$ cat config.mk
export PLATFORM = sky130hd
export DESIGN_NAME = llt_front_flat
export DESIGN_NICKNAME = d
export VERILOG_FILES = /design/src/sv/llt_pkg.sv /design/src/sv/llt_req_if.sv /design/src/sv/llt_front.sv /design/src/flat_wrapper.sv
export SDC_FILE = /design/constraint.sdc
export NUM_CORES = 1
export LEC_CHECK = 0
export BUFFER_PORTS_ARGS = -buffer_cell sky130_fd_sc_hd__buf_2
export CAP_MARGIN = 20
export CORE_AREA = 2 2 55 57
export DETAILED_ROUTE_END_ITERATION = 7
export DIE_AREA = 0 0 57 59
export MAX_ROUTING_LAYER = met4
export PLACE_DENSITY_LB_ADDON = 0.3
export REMOVE_ABC_BUFFERS = 1
export SLEW_MARGIN = 5
export SYNTH_ARGS = -nofsm -noshare
export SYNTH_HDL_FRONTEND = slang
export SYNTH_SLANG_ARGS = --single-unit
$ cat constraint.sdc
create_clock -name vclk -period 5.45
set_input_delay 0.545 -clock vclk [all_inputs]
set_output_delay 0.545 -clock vclk [all_outputs]
set_load 0.02 [all_outputs]
$ cat src/sv/llt_pkg.sv
// Package: shared constants, types and helper functions of the lease lock table.
`default_nettype none
package llt_pkg;

  localparam int TOTAL_BUSES     = 4;
  localparam int ENTRIES_PER_BUS = 256;
  localparam int SESSION_BITS    = 16;

  localparam int TABLE_SIZE = TOTAL_BUSES * ENTRIES_PER_BUS;
  localparam int SLOT_W     = $clog2(TABLE_SIZE);
  localparam int ADDR_W     = $clog2(ENTRIES_PER_BUS);
  localparam int BUS_W      = (TOTAL_BUSES > 1) ? $clog2(TOTAL_BUSES) : 1;
  localparam int REL_W      = $clog2(TABLE_SIZE + 1);

  // Port field widths
  localparam int REQ_W      = 3;
  localparam int IN_BUS_W   = 2;
  localparam int IN_ADDR_W  = 8;
  localparam int IN_SESS_W  = 16;
  localparam int LEASE_W    = 16;
  localparam int STATUS_W   = 2;
  localparam int HOLDER_W   = 16;
  localparam int RELEASED_W = 11;

  // Configuration port
  localparam int CFG_IDX_W      = 3;
  localparam int CFG_DATA_W     = 8;
  localparam int LIMIT_W        = 2;
  localparam int COUNT_W        = 8;
  localparam int NUM_COUNT_REGS = 4;
  localparam int COUNT_SEL_W    = 2;

  localparam logic [CFG_IDX_W-1:0] REG_BUS_LIMIT  = 3'd0;
  localparam logic [CFG_IDX_W-1:0] REG_COUNT_BUS0 = 3'd1;
  localparam logic [CFG_IDX_W-1:0] REG_COUNT_BUS1 = 3'd2;
  localparam logic [CFG_IDX_W-1:0] REG_COUNT_BUS2 = 3'd3;
  localparam logic [CFG_IDX_W-1:0] REG_COUNT_BUS3 = 3'd4;

  // Command queue
  localparam int FIFO_DEPTH = 2;
  localparam int FIFO_AW    = $clog2(FIFO_DEPTH);
  localparam int FIFO_CW    = $clog2(FIFO_DEPTH + 1);

  typedef enum logic [REQ_W-1:0] {
    OP_ACTIVATE  = 3'd0,
    OP_TERMINATE = 3'd1,
    OP_LOCK      = 3'd2,
    OP_UNLOCK    = 3'd3,
    OP_QUERY     = 3'd4,
    OP_TICK      = 3'd5,
    OP_SESS_END  = 3'd6,
    OP_BAD       = 3'd7
  } llt_op_t;

  typedef enum logic [STATUS_W-1:0] {
    ST_OK     = 2'd0,
    ST_WRONG  = 2'd1,
    ST_LOCKED = 2'd2,
    ST_NODATA = 2'd3
  } llt_status_t;

  typedef enum logic [2:0] {
    S_CLEAR,
    S_IDLE,
    S_LOOK,
    S_SCAN,
    S_DRAIN
  } llt_state_t;

  typedef struct packed {
    logic [LIMIT_W-1:0]                     bus_limit;
    logic [NUM_COUNT_REGS-1:0][COUNT_W-1:0] count;
  } llt_cfg_t;

  typedef struct packed {
    logic                    active;
    logic [SESSION_BITS-1:0] holder;
    logic [LEASE_W-1:0]      lease;
  } llt_entry_t;

  typedef struct packed {
    llt_op_t                 op;
    logic                    addr_ok;
    logic [SLOT_W-1:0]       slot;
    logic [SESSION_BITS-1:0] session;
    logic [LEASE_W-1:0]      lease;
  } llt_cmd_t;

  // Usable entry count of a bus; zero beyond the bus limit
  function automatic logic [COUNT_W-1:0] count_of(llt_cfg_t cfg, int b);
    logic [COUNT_W-1:0] c;
    c = '0;
    if (b <= int'(cfg.bus_limit) && b < TOTAL_BUSES && b < NUM_COUNT_REGS) begin
      c = cfg.count[b[COUNT_SEL_W-1:0]];
      if (int'(c) > ENTRIES_PER_BUS - 1) begin
        c = COUNT_W'(ENTRIES_PER_BUS - 1);
      end
    end
    return c;
  endfunction

  function automatic logic addr_ok(llt_cfg_t cfg, int b, int a);
    return (a >= 1) && (a <= int'(count_of(cfg, b)));
  endfunction

endpackage
`default_nettype wire

$ cat src/sv/llt_req_if.sv
// Interface: request channel carrying one table request per transaction.
`default_nettype none
interface llt_req_if;
  logic                            valid;
  logic                            ready;
  logic [llt_pkg::REQ_W-1:0]       req_type;
  logic [llt_pkg::IN_BUS_W-1:0]    bus;
  logic [llt_pkg::IN_ADDR_W-1:0]   addr;
  logic [llt_pkg::IN_SESS_W-1:0]   session;
  logic [llt_pkg::LEASE_W-1:0]     lease;

  modport source (output valid, req_type, bus, addr, session, lease, input ready);
  modport sink   (input valid, req_type, bus, addr, session, lease, output ready);
endinterface
`default_nettype wire

$ cat src/sv/llt_front.sv
// Front end: accepts requests, decodes the operation and resolves the table slot.
`default_nettype none
module llt_front (
  llt_req_if.sink             req,
  input  llt_pkg::llt_cfg_t   cfg,
  input  logic                clearing,
  input  logic                full,
  output logic                push,
  output llt_pkg::llt_cmd_t   cmd
);

  logic ok;

  assign req.ready = !clearing && !full;
  assign push      = req.valid && req.ready;
  assign ok        = llt_pkg::addr_ok(cfg, int'(req.bus), int'(req.addr));

  always_comb begin
    cmd.op      = llt_pkg::llt_op_t'(req.req_type);
    cmd.addr_ok = ok;
    cmd.slot    = ok ? llt_pkg::SLOT_W'(int'(req.bus) * llt_pkg::ENTRIES_PER_BUS
                                        + int'(req.addr))
                     : '0;
    cmd.session = llt_pkg::SESSION_BITS'(req.session);
    cmd.lease   = req.lease;
  end

endmodule
`default_nettype wire

$ cat src/flat_wrapper.sv
// flat-port wrapper written by rule: the top's interface ports become plain ports
module llt_front_flat 
  (cfg, clearing, full, push, cmd, req_valid, req_req_type, req_bus, req_addr, req_session, req_lease, req_ready);
  llt_req_if req_i ();
  input  llt_pkg::llt_cfg_t cfg;
  input  logic clearing;
  input  logic full;
  output logic push;
  output llt_pkg::llt_cmd_t cmd;
  input wire logic [$bits(req_i.valid)-1:0] req_valid;
  input wire logic [$bits(req_i.req_type)-1:0] req_req_type;
  input wire logic [$bits(req_i.bus)-1:0] req_bus;
  input wire logic [$bits(req_i.addr)-1:0] req_addr;
  input wire logic [$bits(req_i.session)-1:0] req_session;
  input wire logic [$bits(req_i.lease)-1:0] req_lease;
  output wire logic [$bits(req_i.ready)-1:0] req_ready;
  assign req_i.valid = req_valid;
  assign req_i.req_type = req_req_type;
  assign req_i.bus = req_bus;
  assign req_i.addr = req_addr;
  assign req_i.session = req_session;
  assign req_i.lease = req_lease;
  assign req_ready = req_i.ready;
  llt_front u_core (.req(req_i), .cfg(cfg), .clearing(clearing), .full(full), .push(push), .cmd(cmd));
endmodule
==> metrics.md <==
| Metric | Value |
|---|---|
| WL final | `3.19 mm` |
| Global route total overflow | `0` |
| WP data required | `4910 ps` |
| Antenna cells | `0` |
| Final Wtd Congestion | `0.757` |
| Slew HR | `0.313` |
| Share of post-route cells with drive strength above 1 | `0.615` |
| I/O pins | `130` |
| Core area | `0.00271 mm2` |
| Gr usage total | `0.190` |
| Post-CTS resize count | `0` |
| Internal Power | `0.0544 mW` |
| Antenna violations before repair | `0` |
| Max Cap Violations | `0` |
| Post-synth top cells | `buf_4, nand2_1, ha_1` |
| Seq. cell area | `0 um2` |
| Nets | `216` |
| DR vias | `789` |
| Finished Cell Area | `975 um2` |
| DR vias/cell | `5.16` |
| Outcome | `completed` |
| FMAX | `257 MHz` |
| Area Overhead vs Synth | `4.56%` |
| Final setup vio count | `0` |
| TritonRoute pass-1 iters | `2` |
| Post-DP Area | `967 um2` |
| Clock Power Share | `0` |
| Count leader, synth | `buf_4` |
| Final Hold Viols | `0` |
| Hold Path Class | `in2out` |
| # port buffers | `60` |
| First-pass GRT wire length | `4.53 mm` |
| Area share of the largest cell type after synthesis | `0.298` |
| Rows | `19` |
| DRC | `0` |
| Cell taking the most area after synthesis | `buf_4` |
| Sequential cell count | `0` |
| Sw Pwr | `0.0613 mW` |
| Startpoint type of the worst setup path | `input pin` |
| Final Cycle Share | `0.714` |
| Switching share of power | `0.530` |
| Initial Utilization | `0.344` |
| Hold path depth | `0` |
| DIE AREA | `0.00336 mm2` |
| Avg WL per Cell | `20.8 um` |
| WS Path Type | `in2out` |
| Setup Buffers After CTS | `0` |
| Distinct cells, synth | `24` |
| Endpoint, Worst Hold | `cmd[19]` |
| Clock buffers | `0` |
| 1st-iter DRT viols | `5` |
| Top post-synthesis cells by area | `buf_4, mux4_1, ha_1` |
| Unrepaired setup endpoints after global routing | `false` |
| Worst slew pin tran | `1030 ps` |
| Syn. warnings | `0` |
| Cts hold-fix bufs | `0` |
| Largest net degree at the start of global routing | `12` |
| Antenna Nets Post-Route | `0` |
| Critical Path AT | `3340 ps` |
| Max FO, Critical Path | `11` |
| Die height | `59 um` |
| Post-Synthesis Cells | `101` |
| Filler cell count | `286` |
| Element type at the critical path end | `primary output` |
| Hold_sp | `req_session[3]` |
| Flop pwr share | `0` |
| Die W | `57 um` |
| Number of global-route vias before repair | `794` |
| Syn_area_per_cell | `9.23 um2` |
| Mapped cell area | `932 um2` |
| Max IR drop VDD | `0.0000829 V` |
| Comb pwr share | `1.000` |
| Dpl hpwl | `3.02 mm` |
| Post-synthesis sequential area ratio | `0` |
| Slew Limit Fails | `0` |
| Crit path time final | `3890 ps` |
| P per Cell Area | `119 mW/mm2` |
| Leakage power | `0.525 nW` |
| Setup tns final | `0 ps` |
-- cell usage in the layout (no fill, tap or decap), drive strengths merged --
cell type | Yosys | final
nor3 | 3 | 3
nor4 | 2 | 2
nor3b | 8 | 8
nor2 | 2 | 2
a21oi | 3 | 3
nand4 | 2 | 2
buf | 39 | 61
nand3 | 1 | 1
o211ai | 1 | 1
mux4 | 8 | 8
a21o | 1 | 1
a211oi | 1 | 1
o21ai | 1 | 1
ha | 10 | 10
inv | 3 | 3
nor2b | 2 | 2
nand2 | 11 | 11
and2 | 2 | 2
-- per-stage QoR --
| step | utilization | hold slack, ps | power, mW | std cells | worst slack (ps) |
|---|---|---|---|---|---|
| CTS | 0.357 | 1090 | 0.115 | 152 | 1460 |
| global route | 0.360 | 1090 | 0.129 | 153 | 1260 |
| detailed placement | 0.357 | 1090 | 0.115 | 152 | 1460 |
| finish | 0.360 | 1090 | 0.116 | 153 | 1560 |
| floorplan | - | 1090 | 0.0739 | 61 | 2020 |
| global placement | 0.357 | 1090 | 0.113 | 152 | 1580 |
-- critical path, stage by stage --
cell      delay, ps
buf_2           170
ha_1            320
nor2b_1         130
o21ai_1         380
nand2_1         110
ha_1            310
nor2b_1         120
o211ai_1        100
a211oi_2        850
nor3b_1          90
buf_2           210
-- final cells by class --
type	count	area [um2]	area share
Multi-Input combinational cell	58	617	0.633
Timing Repair Buffer	61	308	0.316
Tap cell	31	38.8	0.0398
Inverter	3	11.3	0.0116
-- metal layers --
layer / up-vias / GRT usage / share of wire
met2: 89 / 0.284 / 0.39
met5: - / - / 0
met1: 326 / 0.198 / 0.35
li1: 374 / - / -
met4: 0 / 0 / 0
met3: 0 / 0.179 / 0.26
-- power groups by stage --
stage	clock network, mW	registers, mW	logic [mW]
CTS	0	0	0.115
finish	0	0	0.116
detailed placement	0	0	0.115
global route	0	0	0.129
floorplan	0	0	0.0739
global placement	0	0	0.113
-- cells by family (layout without fill, tap and decap cells) --
family	after synthesis	count (layout)	synth area share
buf+inv	43	64	0.338
compound gates	7	7	0.0510
fa+ha+maj	10	10	0.134
simple gates	33	33	0.255
mux	8	8	0.221
-- worst max-delay path by stage --
stage	from	to	slack [ps]
floorplan	cfg[33]	cmd[33]	2020
global placement	req_bus[1]	cmd[33]	1580
detailed placement	req_bus[1]	cmd[33]	1460
CTS	req_bus[1]	cmd[33]	1460
global route	req_bus[1]	cmd[36]	1260
finish	req_bus[1]	cmd[33]	1560
(Power assumes the default switching activity.)
