**src/sv/llt_pkg.sv**
```systemverilog
// Package: shared constants, types and helper functions of the lease lock table.
`default_nettype none
package llt_pkg;

  localparam int TOTAL_BUSES     = 4;
  localparam int ENTRIES_PER_BUS = 256;
  localparam int SESSION_BITS    = 16;

  localparam int TABLE_SIZE = TOTAL_BUSES * ENTRIES_PER_BUS;
  localparam int SLOT_W     = $clog2(TABLE_SIZE);
  localparam int ADDR_W     = $clog2(ENTRIES_PER_BUS);
  localparam int BUS_W      = (TOTAL_BUSES > 1) ? $clog2(TOTAL_BUSES) : 1;
  localparam int REL_W      = $clog2(TABLE_SIZE + 1);

  // Port field widths
  localparam int REQ_W      = 3;
  localparam int IN_BUS_W   = 2;
  localparam int IN_ADDR_W  = 8;
  localparam int IN_SESS_W  = 16;
  localparam int LEASE_W    = 16;
  localparam int STATUS_W   = 2;
  localparam int HOLDER_W   = 16;
  localparam int RELEASED_W = 11;

  // Configuration port
  localparam int CFG_IDX_W      = 3;
  localparam int CFG_DATA_W     = 8;
  localparam int LIMIT_W        = 2;
  localparam int COUNT_W        = 8;
  localparam int NUM_COUNT_REGS = 4;
  localparam int COUNT_SEL_W    = 2;

  localparam logic [CFG_IDX_W-1:0] REG_BUS_LIMIT  = 3'd0;
  localparam logic [CFG_IDX_W-1:0] REG_COUNT_BUS0 = 3'd1;
  localparam logic [CFG_IDX_W-1:0] REG_COUNT_BUS1 = 3'd2;
  localparam logic [CFG_IDX_W-1:0] REG_COUNT_BUS2 = 3'd3;
  localparam logic [CFG_IDX_W-1:0] REG_COUNT_BUS3 = 3'd4;

  // Command queue
  localparam int FIFO_DEPTH = 2;
  localparam int FIFO_AW    = $clog2(FIFO_DEPTH);
  localparam int FIFO_CW    = $clog2(FIFO_DEPTH + 1);

  typedef enum logic [REQ_W-1:0] {
    OP_ACTIVATE  = 3'd0,
    OP_TERMINATE = 3'd1,
    OP_LOCK      = 3'd2,
    OP_UNLOCK    = 3'd3,
    OP_QUERY     = 3'd4,
    OP_TICK      = 3'd5,
    OP_SESS_END  = 3'd6,
    OP_BAD       = 3'd7
  } llt_op_t;

  typedef enum logic [STATUS_W-1:0] {
    ST_OK     = 2'd0,
    ST_WRONG  = 2'd1,
    ST_LOCKED = 2'd2,
    ST_NODATA = 2'd3
  } llt_status_t;

  typedef enum logic [2:0] {
    S_CLEAR,
    S_IDLE,
    S_LOOK,
    S_SCAN,
    S_DRAIN
  } llt_state_t;

  typedef struct packed {
    logic [LIMIT_W-1:0]                     bus_limit;
    logic [NUM_COUNT_REGS-1:0][COUNT_W-1:0] count;
  } llt_cfg_t;

  typedef struct packed {
    logic                    active;
    logic [SESSION_BITS-1:0] holder;
    logic [LEASE_W-1:0]      lease;
  } llt_entry_t;

  typedef struct packed {
    llt_op_t                 op;
    logic                    addr_ok;
    logic [SLOT_W-1:0]       slot;
    logic [SESSION_BITS-1:0] session;
    logic [LEASE_W-1:0]      lease;
  } llt_cmd_t;

  // Usable entry count of a bus; zero beyond the bus limit
  function automatic logic [COUNT_W-1:0] count_of(llt_cfg_t cfg, int b);
    logic [COUNT_W-1:0] c;
    c = '0;
    if (b <= int'(cfg.bus_limit) && b < TOTAL_BUSES && b < NUM_COUNT_REGS) begin
      c = cfg.count[b[COUNT_SEL_W-1:0]];
      if (int'(c) > ENTRIES_PER_BUS - 1) begin
        c = COUNT_W'(ENTRIES_PER_BUS - 1);
      end
    end
    return c;
  endfunction

  function automatic logic addr_ok(llt_cfg_t cfg, int b, int a);
    return (a >= 1) && (a <= int'(count_of(cfg, b)));
  endfunction

endpackage
`default_nettype wire

```
**src/sv/llt_fifo.sv**
```systemverilog
// Command queue between the front end and the table engine.
`default_nettype none
module llt_fifo (
  input  logic               clk,
  input  logic               rst,
  input  logic               push,
  input  llt_pkg::llt_cmd_t  push_data,
  output logic               full,
  input  logic               pop,
  output llt_pkg::llt_cmd_t  head,
  output logic               nempty
);

  llt_pkg::llt_cmd_t              slots [llt_pkg::FIFO_DEPTH];
  logic [llt_pkg::FIFO_AW-1:0]    wptr;
  logic [llt_pkg::FIFO_AW-1:0]    rptr;
  logic [llt_pkg::FIFO_CW-1:0]    fill;

  assign full   = (fill == llt_pkg::FIFO_CW'(llt_pkg::FIFO_DEPTH));
  assign nempty = (fill != '0);
  assign head   = slots[rptr];

  always_ff @(posedge clk) begin
    if (push) begin
      slots[wptr] <= push_data;
    end
  end

  always_ff @(posedge clk) begin
    if (rst) begin
      wptr <= '0;
      rptr <= '0;
      fill <= '0;
    end else begin
      if (push) begin
        wptr <= (wptr == llt_pkg::FIFO_AW'(llt_pkg::FIFO_DEPTH - 1)) ? '0
                                                                    : wptr + 1'b1;
      end
      if (pop) begin
        rptr <= (rptr == llt_pkg::FIFO_AW'(llt_pkg::FIFO_DEPTH - 1)) ? '0
                                                                    : rptr + 1'b1;
      end
      if (push && !pop) begin
        fill <= fill + 1'b1;
      end else if (pop && !push) begin
        fill <= fill - 1'b1;
      end
    end
  end

endmodule
`default_nettype wire

```
**config.mk**
```make
export PLATFORM = sky130hd
export DESIGN_NAME = llt_fifo
export DESIGN_NICKNAME = d
export VERILOG_FILES = /design/src/sv/llt_pkg.sv /design/src/sv/llt_fifo.sv
export SDC_FILE = /design/constraint.sdc
export NUM_CORES = 1
export LEC_CHECK = 0
export BUFFER_PORTS_ARGS = -buffer_cell sky130_fd_sc_hd__buf_2
export CAP_MARGIN = 25
export CORE_ASPECT_RATIO = 1.4
export CORE_MARGIN = 5
export CORE_UTILIZATION = 45
export CTS_CLUSTER_DIAMETER = 150
export DETAILED_ROUTE_END_ITERATION = 12
export GPL_TIMING_DRIVEN = 0
export MAX_ROUTING_LAYER = met4
export PLACE_DENSITY_LB_ADDON = 0.08
export SYNTH_ARGS = -nofsm -noshare
export SYNTH_HDL_FRONTEND = slang
export SYNTH_SLANG_ARGS = --single-unit
```
**constraint.sdc**
```tcl
create_clock -name clk -period 3.3 [get_ports clk]
set_input_delay 0.165 -clock clk [delete_from_list [all_inputs] [get_ports clk]]
set_output_delay 0.165 -clock clk [all_outputs]
set_load 0.02 [all_outputs]
```
==> results of run 1 <==
-- kinds of logic (layout without fill, tap and decap cells) --
group | count (synthesis) | count (layout) | share of synthesized area, %
AO/OA/AOI/OAI | 2 | 2 | 0.282
buffers and inverters | 6 | 167 | 1.59
adder cells (fa/ha/maj) | 1 | 1 | 0.353
XOR/XNOR | 4 | 4 | 0.989
multiplexers | 46 | 46 | 14.6
flip-flops | 97 | 97 | 80.8
AND/OR/NAND/NOR | 9 | 9 | 1.38
-- synth_stat cells --
| master | n | area, µm² |
|---|---|---|
| edfxtp_1 | 92 | 2760 |
| buf_4 | 1 | 7.51 |
| inv_1 | 1 | 3.75 |
| mux2_2 | 46 | 518 |
| o21ai_0 | 1 | 5.00 |
| xor2_1 | 2 | 17.5 |
| nor2_1 | 4 | 15.0 |
| or2_2 | 1 | 6.26 |
| ha_1 | 1 | 12.5 |
| dfxtp_1 | 5 | 100 |
| buf_6 | 4 | 45.0 |
| and2b_2 | 1 | 8.76 |
| and2_1 | 1 | 6.26 |
| nor2b_1 | 1 | 6.26 |
| xnor2_1 | 2 | 17.5 |
| or3_1 | 1 | 6.26 |
| a21oi_1 | 1 | 5.00 |
-- final timing paths --
| path | depth (start not counted) | to | slack (ns) |
|---|---|---|---|
| hold reg to reg | 2 | fill[1] | 0.52 |
| setup / recovery | 4 | head[36] | 1.58 |
| hold / removal | 2 | wptr | 0.02 |
| setup reg to reg | 2 | slots[1][23] | 1.81 |
-- repair_timing --
action	in CTS	in global routing
hold endpoints to repair	92	0
hold buffers	46	0
setup endpoints to repair	0	0
-- routing by layer --
| metal | up-vias | global-route usage, % | wire [µm] |
|---|---|---|---|
| li1 | 951 | - | - |
| met1 | 949 | 16.1 | 2470 |
| met2 | 61 | 24.8 | 3530 |
| met3 | 12 | 2.65 | 271 |
| met4 | 0 | 7.92 | 139 |
| met5 | - | - | 0 |
-- power breakdown --
group,switching [W],internal (W),total [W]
Clock,0.000367,0.000390,0.000757
Sequential,0.0000187,0.00143,0.00145
Combinational,0.000216,0.000191,0.000407
Total,0.000601,0.00201,0.00261
-- area by class of cell --
class	count	area, µm²
plain buffers	5	52.6
flip-flops and latches	97	2860
clock buffers	13	159
multi-input cells	62	633
fillers	592	2840
repair buffers	145	986
clock inverters	3	40.0
inverters	1	3.75
well taps	100	125
-- sequential cells by signal, indices dropped and copies added, names as in the netlist, named ones only --
| name | flops |
|---|---|
| fill | 2 |
| rptr | 1 |
| slots | 92 |
| wptr | 1 |
-- worst max-delay path: cells and delay by family (launching register included) --
family	cells	cell delay, ns
buffers and inverters	3	0.54
flip-flops	1	0.31
multiplexers	1	0.35
-- stage by stage --
step	cells	util (%)	hold slack (ns)	total power, W
2_1_floorplan	165	-	0.234	0.00171
3_3_place_gp	362	53.9	0.353	0.00184
3_5_place_dp	364	54.6	0.356	0.00185
4_1_cts	426	63.1	0.00472	0.00265
5_1_grt	426	63.1	0.00981	0.00273
6_report	426	63.1	0.0231	0.00261
==> flow_metrics.tcl, run 1 <==
set metrics [dict create \
    outcome "finished clean" \
    slew_violations 0 \
    antenna_left 0 \
    track_usage_pct 14.6 \
    dieArea_um2 9770 \
    core_area_um2 7700 \
    wl_per_cell_um 15.0 \
    syn-cell-area_um2 3540 \
    via_count 1973 \
    period_share_pct 52.1 \
    nets 372 \
    layout_commonest_cell "buf_2" \
    clock_latency_ns 0.35 \
    hpwl_mm 4.17 \
    slew_headroom_pct 63.7 \
    cp-start-kind "flip-flop" \
    portBuffers 97 \
    min_from "rst" \
    clk_path_buf_depth 2 \
    hold_path_class "in -> reg" \
    cpMaxStageDelayCell "mux2_2" \
    synth_area_per_cell_um2 21.5 \
    diodes 0 \
    vias_per_cell 4.63 \
    layout_min_cycle_time_ns 1.72 \
    antenna_found_initial 0 \
    clk_pin_slew_ns 0.09 \
    routed_wl_mm 6.41 \
    leakage_nw 1.86 \
    maxCapViolations 0 \
    grt_pass1_wl_mm 10.4 \
    fin_worst_skew_ns 0.0124 \
    drtIter0Drc 77 \
    area_delta_synth_final_pct 37.2 \
    place_area_um2 4200 \
    grt_setup_unrepaired "no" \
    cts_tree "yes" \
    final_cell_mix "buf_2 (97), edfxtp_1 (92), mux2_2 (46), dlygate4sd3_1 (46), clkbuf_8 (11)" \
    r2r-start "wptr" \
    fin_ws_ns 1.58 \
    yosysSeqAreaShare_pct 80.8 \
    first_global_vias 2217 \
    tightest_slew_ns 0.544 \
    start_util_pct 46.0 \
    postLayoutCellArea_um2 4860 \
    die_w_um 85.0 \
    ir_worst_vdd_mv 0.384 \
    cts_setup_buffers 0 \
    path_cells "buf_4 -> buf_6 -> mux2_2 -> buf_2" \
    power_density_nw_per_um2 538 \
    synth_cell_types 17 \
    pin_count 98 \
    tns_ns 0 \
    hold_violations 0 \
    die_y_um 115 \
    cts_buffers 9 \
    cts_resized 0 \
    max_clock_freq_ghz 0.581 \
    htreeDepth 3 \
    ys_warn_count 0 \
    path_max_fanout 10 \
    drt_pass1_iterations 4 \
    clock_sinks 97 \
    drcViolationCount 0 \
    synth.ff_latch_count 97 \
    critPathCaptureType "primary output" \
    synth_nets 216 \
    setup_viol 0 \
    gr-total-overflow 0 \
    clock-root-buffer "clkbuf_8" \
    num_rows 38 \
    cp.required_ns 3.13 \
    cpPeakStageDelay_ns 0.35 \
    worstSetupPathType "reg -> out" \
    dp_slack_ns 1.77 \
    place.gp.congestion 0.686 \
    synth_cells 165 \
    grt_start_max_net_pins 31 \
    crit_arrival_ns 1.56 \
    final_layout_size_suffix_gt1_share_pct 51.5 \
]
No activity file was read; power rests on OpenSTA's default activity.
==> run 2, diff against run 1 <==
ABC_AREA = 1   (was default)
clock period = 1.5 ns   (was 3.3 ns; I/O delays follow)
==> run 2 against run 1 <==
  * The flow now finishes with violations (setup timing)
  * Combinational power grew to 2.9 times the previous value
  * Synthesized cell count is 6.7% higher
  * Non-clock buffer count is 8 higher
  * Highest routed layer unchanged
  * Area after synthesis is 5.8% higher
  * Sequential power is 120% higher
  * Core utilization is 4.6 points higher
  * Sequential share of layout area is 6.9 points lower
  * Power is 150% higher
  * Sequential cell count stayed put
  * Critical path depth is 1 higher
==> flow_metrics.tcl, run 2 <==
set metrics [dict create \
    final_cell_mix "edfxtp_1 (92), buf_2 (65), dlygate4sd3_1 (47)" \
    outcome "complete, but fails checks" \
    post_synth_xor_area_fraction_pct 0.234 \
    dp.cells 377 \
    antenna_left 0 \
    drcViolationCount 0 \
    tns_ns -0.828 \
    synth_top_area_cell "edfxtp_1" \
    gr-total-overflow 0 \
    synth_cell_types 16 \
    layout_min_cycle_time_ns 1.55 \
    cts_buffers 9 \
    synth.ff_latch_count 97 \
    clock-root-buffer "clkbuf_16" \
    syn-cell-area_um2 3750 \
    hold_path_class "in -> reg" \
    rrSetupSlack_ns 0.08 \
    period_share_pct 103 \
    synth_mux_area_share_pct 17.8 \
    slew_headroom_pct 46.6 \
    path_max_fanout 5 \
    synth_nets 227 \
    dieArea_um2 10300 \
    synth_top_family_by_area "multiplexers" \
    setup_viol 34 \
    portBuffers 97 \
    ir_worst_vdd_mv 0.784 \
    clock_latency_ns 0.33 \
    min_from "pop" \
    cpPeakStageDelay_ns 0.36 \
    leakage_nw 2.23 \
    vias_per_cell 4.65 \
    post_synth_and_or_nand_nor_area_fraction_pct 1.64 \
    synth_cells 176 \
    crit_family "buffers and inverters" \
    clk_path_buf_depth 2 \
    htreeDepth 3 \
    synth-main-ff-cell "edfxtp_1" \
    grt_pass1_wl_mm 10.5 \
    drt_pass1_iterations 4 \
    hpwl_mm 4.19 \
    track_usage_pct 13.9 \
    maxCapViolations 0 \
    nets 393 \
    worstSetupPathType "reg -> out" \
    crit_arrival_ns 1.48 \
    cp.required_ns 1.42 \
    drtIter0Drc 121 \
    first_global_vias 2268 \
    wl_per_cell_um 15.2 \
    grt_start_max_net_pins 29 \
    die_y_um 118 \
    synth-edff-count 92 \
    power_density_nw_per_um2 1170 \
    yosysMostFrequentCell "edfxtp_1" \
    routed_wl_mm 6.83 \
    max_clock_freq_ghz 0.645 \
    whs_path_depth 3 \
    largest_reg_flops 92 \
    hold_violations 0 \
    power_w 0.00648 \
    num_rows 39 \
    synthAdderAreaFrac_pct 0.334 \
    layout_commonest_cell "edfxtp_1" \
    fin_ws_ns -0.0501 \
    core_area_um2 8150 \
    cp_common_cell "buf_6" \
    reg2reg_to "slots[1][18]" \
    die_w_um 87.1 \
    ys_warn_count 0 \
    async_flop_share_pct 0 \
    r2r_cells 3 \
    start_util_pct 46.0 \
    yosysSeqAreaShare_pct 76.4 \
    diodes 0 \
    cpMaxStageDelayCell "dfxtp_4" \
    netlist.area_leader.share_pct 73.7 \
    clk_pin_slew_ns 0.06 \
    place.gp.congestion 0.688 \
    clock_sinks 97 \
    fin_worst_skew_ns 0.00576 \
    synth_area_per_cell_um2 21.3 \
    synthTopCellsByArea "edfxtp_1 (74%), mux2_4 (16%), dfxtp_1 (2.7%), buf_12 (2.1%), mux2_2 (1.8%)" \
    failed_checks "setup timing" \
    synth-compound-area-share_pct 0.267 \
    reg_top3 "slots (92), fill (2)" \
    worstPathBufferInverterCount 4 \
    grt_setup_unrepaired "yes" \
    stdcell_count 449 \
    pin_count 98 \
    r2r-start "wptr" \
    synth_common_cells "edfxtp_1 (92), mux2_4 (40), inv_1 (9)" \
    antenna_found_initial 0 \
    via_count 2089 \
    path_cells "buf_12 -> buf_16 -> buf_6 -> mux2_4 -> buf_6" \
    largest-register "slots" \
    area_delta_synth_final_pct 47.3 \
    slew_violations 0 \
    final_layout_size_suffix_gt1_share_pct 50.1 \
    cts_tree "yes" \
    critPathCaptureType "primary output" \
    tightest_slew_ns 0.801 \
    cp-start-kind "flip-flop" \
]
==> run 2: worst max-delay path by stage <==
stage,startpoint,to,slack [ns],cells after the start
CTS,flip-flop,head[26],-0.10,4
global route,flip-flop,head[5],-0.09,4
global placement,wptr,slots[1][27],-0.45,2
floorplan,wptr,slots[1][0],0.02,2
finish,flip-flop,head[26],-0.05,5
detailed placement,wptr,slots[0][15],-0.12,2
==> run 2: logic make-up after synthesis <==
group | count (synthesis)
flip-flops | 97
AND/OR/NAND/NOR | 15
buffers and inverters | 14
XOR/XNOR | 1
AO/OA/AOI/OAI | 2
adder cells (fa/ha/maj) | 1
multiplexers | 46
==> run 2: through the flow <==
stage	cell area [µm²]	worst slack [ns]	hold WS, ns	utilization, %
detailed placement	4420	-0.119	0.266	54.2
floorplan	3760	0.0231	0.147	-
CTS	5280	-0.105	0.0207	64.8
global route	5520	-0.0891	0.0381	67.8
global placement	4370	-0.449	0.263	53.7
finish	5520	-0.0501	0.0262	67.8
==> run 2: where the power goes <==
group | internal, W | switching (W)
clock network | 0.00127 | 0.000861
logic | 0.000657 | 0.000516
registers | 0.00313 | 0.0000421
==> run 2: repair_timing <==
action,CTS,global route
setup endpoints to repair,83,77
hold buffers,47,0
cloned,3,1
resized for setup,7,70
pin swaps,1,1
hold endpoints to repair,95,0
buffers inserted,4,1
==> run 2: cell type report <==
class / instances / area (µm²)
inverters: 9 / 37.5
well taps: 102 / 128
repair inverters: 1 / 7.51
flip-flops and latches: 97 / 2870
clock buffers: 11 / 233
clock inverters: 5 / 46.3
multi-input cells: 66 / 786
plain buffers: 5 / 100
repair buffers: 153 / 1320
fillers: 591 / 2630
==> run 2: layer usage <==
| metal | part of all wire [%] | global-route usage [%] |
|---|---|---|
| met1 | 39 | 15.2 |
| met2 | 54 | 23.2 |
| met3 | 5.3 | 2.80 |
| met4 | 2.5 | 7.87 |
| met5 | 0 | - |
==> run 2: worst min-delay path, cell delays in order <==
cell	delay, ns
buf_2	0.10
xnor2_1	0.07
nor2_1	0.07
